File: config.mk
export PLATFORM = sky130hd
export DESIGN_NAME = lscan_cell
export DESIGN_NICKNAME = d
export VERILOG_FILES = /design/src/sv/lscan_pkg.sv /design/src/sv/lscan_cell.sv
export SDC_FILE = /design/constraint.sdc
export NUM_CORES = 1
export LEC_CHECK = 0
export ABC_AREA = 1
export BUFFER_PORTS_ARGS = -buffer_cell sky130_fd_sc_hd__clkbuf_2
export CAP_MARGIN = 20
export CORE_MARGIN = 2
export CORE_UTILIZATION = 35
export CTS_CLUSTER_DIAMETER = 200
export DETAILED_ROUTE_END_ITERATION = 10
export SYNTH_ARGS = -nofsm -noshare
export SYNTH_HDL_FRONTEND = slang
export SYNTH_SLANG_ARGS = --single-unit
File: constraint.sdc
create_clock -name clock -period 10.2 [get_ports clock]
set_input_delay 2.04 -clock clock [delete_from_list [all_inputs] [get_ports clock]]
set_output_delay 2.04 -clock clock [all_outputs]
set_load 0.05 [all_outputs]
File: src/sv/lscan_pkg.sv
package lscan_pkg;

   // CORDIC chain geometry
   localparam int CORDIC_STEPS = 16;
   localparam int MAX_BEAMS    = 4096;
   localparam int CNT_W        = 12;
   localparam logic [CNT_W-1:0] CNT_LIMIT =
      CNT_W'(((MAX_BEAMS - 1) > 4095) ? 4095 : (MAX_BEAMS - 1));

   localparam int RANGE_W = 16;
   localparam int ANGLE_W = 16;
   localparam int POS_W   = 17;
   localparam int XY_W    = 36;   // Q8.24 plus CORDIC growth and sign
   localparam int Z_W     = 34;   // residual angle, 2^32 units per turn
   localparam int STEP_W  = 5;    // covers all 24 table entries
   localparam int CSR_IDX_W = 8;

   localparam logic [15:0] GAIN_Q16 = 16'd39797;

   localparam logic signed [POS_W-1:0] POS_MAX = POS_W'(65535);
   localparam logic signed [POS_W-1:0] POS_MIN = -POS_W'(65535);

   typedef enum logic [CSR_IDX_W-1:0] {
      REG_RANGE_LOW   = 8'd0,
      REG_RANGE_HIGH  = 8'd1,
      REG_ANGLE_START = 8'd2,
      REG_ANGLE_STEP  = 8'd3
   } csr_reg_type;

   // one point in flight through the rotation chain
   typedef struct packed {
      logic signed [XY_W-1:0] x;
      logic signed [XY_W-1:0] y;
      logic signed [Z_W-1:0]  z;
      logic                   fold;
      logic [CNT_W-1:0]       beam;
      logic [CNT_W-1:0]       kept;
   } point_type;

   // arctan(2^-i) in units of 2^32 per turn
   function automatic logic signed [Z_W-1:0] atan_entry(input logic [STEP_W-1:0] idx);
      logic signed [Z_W-1:0] v;
      case (idx)
         5'd0:    v = Z_W'(536870912);
         5'd1:    v = Z_W'(316933406);
         5'd2:    v = Z_W'(167458907);
         5'd3:    v = Z_W'(85004756);
         5'd4:    v = Z_W'(42667331);
         5'd5:    v = Z_W'(21354465);
         5'd6:    v = Z_W'(10679838);
         5'd7:    v = Z_W'(5340245);
         5'd8:    v = Z_W'(2670163);
         5'd9:    v = Z_W'(1335087);
         5'd10:   v = Z_W'(667544);
         5'd11:   v = Z_W'(333772);
         5'd12:   v = Z_W'(166886);
         5'd13:   v = Z_W'(83443);
         5'd14:   v = Z_W'(41722);
         5'd15:   v = Z_W'(20861);
         5'd16:   v = Z_W'(10430);
         5'd17:   v = Z_W'(5215);
         5'd18:   v = Z_W'(2608);
         5'd19:   v = Z_W'(1304);
         5'd20:   v = Z_W'(652);
         5'd21:   v = Z_W'(326);
         5'd22:   v = Z_W'(163);
         5'd23:   v = Z_W'(81);
         default: v = '0;
      endcase
      return v;
   endfunction

endpackage

File: src/sv/lscan_cell.sv
module lscan_cell (
   input  logic                         clock,
   input  logic                         reset,
   input  logic [lscan_pkg::STEP_W-1:0] step_idx,
   input  logic                         in_valid,
   input  lscan_pkg::point_type         in_item,
   output logic                         in_ready,
   output logic                         out_valid,
   output lscan_pkg::point_type         out_item,
   input  logic                         out_ready
);
   import lscan_pkg::*;

   logic      valid_ff;
   point_type item_ff;
   point_type item_in;
   logic signed [XY_W-1:0] dx;
   logic signed [XY_W-1:0] dy;
   logic signed [Z_W-1:0]  da;

   // step index is tied off per cell, so shifts and table fold to constants
   always_comb begin
      dx = in_item.y >>> step_idx;
      dy = in_item.x >>> step_idx;
      da = atan_entry(step_idx);
      item_in = in_item;
      if (!in_item.z[Z_W-1]) begin
         item_in.x = in_item.x - dx;
         item_in.y = in_item.y + dy;
         item_in.z = in_item.z - da;
      end else begin
         item_in.x = in_item.x + dx;
         item_in.y = in_item.y - dy;
         item_in.z = in_item.z + da;
      end
   end

   assign in_ready  = !valid_ff || out_ready;
   assign out_valid = valid_ff;
   assign out_item  = item_ff;

   always_ff @(posedge clock) begin
      if (reset) begin
         valid_ff <= 1'b0;
      end else if (in_ready) begin
         valid_ff <= in_valid;
      end
   end

   always_ff @(posedge clock) begin
      if (in_ready && in_valid) begin
         item_ff <= item_in;
      end
   end

endmodule
==> metrics.txt <==
Min Clock Period, post-route=7.291 ns; Skew-Pair Late Insertion Delay=0.49 ns; clock-pin slew on the worst setup and hold paths=0.06 ns; Final Wtd Congestion=0.9562; Synth Warn #=0; outcome=finished clean; Req. time, crit path=10.41 ns; sequential area share after synthesis=23.13%; post-cts resize count=0; RSZ-0062 raised after global routing=false; Die H=225.0 um; buffer count from post-CTS setup fixing=0; max-slew violations=0; Startpoint Class=input pin; final setup skew=0.01825 ns; Worst VDD drop=0.1190 mV; total wire length=62440 um; net load switching power=1.533 mW; vias in the first global route=17.40k; initial antenna violation count=0; Mean Syn Cell Area=6.374 um^2; power per cell area=160.8 nW/um^2; Syn Inst Count=2682; most frequent CP cell=nand2_1; Seq pwr share=25.2%; combinational power share=54.7%; layout cells sized above 1=13.28%; fmax=137.2 MHz; largest net degree at the start of global routing=132; wire per inst=17.73 um; flop2flop setup slack=8.62 ns; clock network power share=20.0%; core box area=47950 um^2; max_cap viols=0; crit path capture type=flip-flop; total track usage=24.31%; clk buf depth=2; Hold Buf Count CTS=0; number of port buffers=272; DRC viols=0; CP arrival=7.51 ns; Synth area leaders=edfxtp_1, nand2_1, nand3_1; CTS tree=done; crit-path cells=clkbuf_2 -> inv_2 -> nand2_1 -> o32ai_1 -> inv_1 -> ha_1 -> nand2_1 -> o21ai_0 -> fa_1 -> nand3_1 -> nand2_1 -> a21oi_1 -> o21ai_0 -> a21boi_0 -> inv_1 -> nand2_1 -> nand2_1 -> a21boi_0 -> o21ai_0 -> xor2_1; distinct cell type count after synthesis=60; HP Class=reg -> reg; switching share of total power=49.07%; Area Growth Syn to Fin=13.59%; Starting DRT DRC Count=1838; hpwl dp=51440 um; CTS HTree Levels=4; kind of critical path=in -> reg; DR pass1 iterations=6; share of the synthesized area in the top cell type=23.01%; CP peak stage delay=0.79 ns; nets=3151; LEAKAGE=9.797 nW; DIE AREA=50630 um^2; Yosys top cell by area=edfxtp_1; initial core utilization=35.66%; Placement Rows=80; Antenna diodes=0; Sink Count=132; final setup fails=0; Top FF cell, synth=edfxtp_1; Final Hold Vio Count=0; CTS buffer count=17; I/O pins=273; Routed Antenna Nets=0; slew margin rel.=28.87%; Remaining Overflow, GRT=0; vias=18.77k; Fin Hold WS=0.5609 ns; Final Cycle Share=71.48%; synthesized area=17100 um^2; Setup TNS=0 ns; first-pass GRT wire length=95130 um; CP max-delay cell=inv_2; measured slew at the worst slew-check pin=1.067 ns; CTS root buffer=clkbuf_16; Syn Nets=2940; internal power=1.591 mW; Via density=5.332; chip width=225.0 um; #FFs+latches synth=132; Post-synth ARST share=0%; Max FO, Critical Path=45; Post-synth EDFFs=131
==> final timing paths <==
check / startpoint / endpoint / cells past startpoint
hold reg to reg: out_valid / out_valid / 2
setup reg to reg: out_valid / out_item[89] / 2
hold / removal: out_valid / out_valid / 2
setup / recovery: step_idx[3] / out_item[49] / 20
==> flip-flops by register name, summed over array words and instances, names as in the netlist <==
signal     cells
out_item     131
out_valid      1
==> metal layers <==
metal | share of wire (%) | up-vias | global-route usage [%]
met2 | 46 | 689 | 39.97
met3 | 6.3 | 86 | 3.937
met5 | 0 | - | 0
met4 | 3.2 | 0 | 8.524
met1 | 44 | 8685 | 32.21
li1 | - | 9314 | -
==> cells by family after synthesis <==
| kind of cell | share of synthesized area, % |
|---|---|
| buf+inv | 9.229 |
| xor+xnor | 9.061 |
| flops | 23.13 |
| simple gates | 38.03 |
| compound gates | 11.78 |
| fa+ha+maj | 8.768 |
==> layout by cell type, fill, tap and decap left out, types with 23 or more instances in the layout <==
master	instances
xnor2_1	55
inv_1	268
a21oi_1	151
nand2_1	831
a31oi_1	32
nand4_1	23
xor2_1	120
o21ai_0	88
nand3_1	390
clkbuf_2	270
ha_1	115
edfxtp_1	131
nor2_1	216
==> synth_stat cells, drive strengths merged (17+ instances only) <==
| cell | n |
|---|---|
| a21oi | 154 |
| a31oi | 33 |
| buf | 73 |
| clkbuf | 17 |
| edfxtp | 131 |
| ha | 115 |
| inv | 285 |
| nand2 | 845 |
| nand3 | 392 |
| nand4 | 23 |
| nor2 | 237 |
| o21ai | 108 |
| xnor2 | 55 |
| xor2 | 121 |
==> area by class of cell <==
class                      count  area (um^2)
clock buffer                  17        425.4
clock inverter                15        158.9
fill                        5224        28530
inverter                     287         1082
multi-input combinational   2173        11580
sequential                   132         3954
tap                          615        769.5
timing repair buffer         282         1451
==> critical path, delay by kind of cell <==
family | cells | cell delay [ns]
AO/OA/AOI/OAI | 7 | 2.16
XOR/XNOR | 1 | 0.17
adder cells (fa/ha/maj) | 2 | 0.81
buffers and inverters | 4 | 1.43
AND/OR/NAND/NOR | 6 | 0.88
==> per-stage QoR <==
step / util (%) / cells / worst slack (ns) / instance area [um^2] / power, mW
3_3_place_gp: 39.28 / 3489 / 2.645 / 18830 / 2.493
4_1_cts: 40.50 / 3521 / 3.044 / 19420 / 3.145
5_1_grt: 40.50 / 3521 / 2.433 / 19420 / 3.339
3_5_place_dp: 39.28 / 3489 / 2.521 / 18830 / 2.499
6_report: 40.50 / 3521 / 2.909 / 19420 / 3.123
2_1_floorplan: - / 2682 / 1.148 / 17100 / 2.085
==> power groups by stage <==
stage,clock [mW],sequential [mW],combinational (mW)
floorplan,0,1.18,0.909
global placement,0,0.799,1.69
detailed placement,0,0.801,1.70
CTS,0.649,0.791,1.71
global route,0.667,0.800,1.87
finish,0.626,0.788,1.71
No activity file was read; power rests on OpenSTA's default activity.
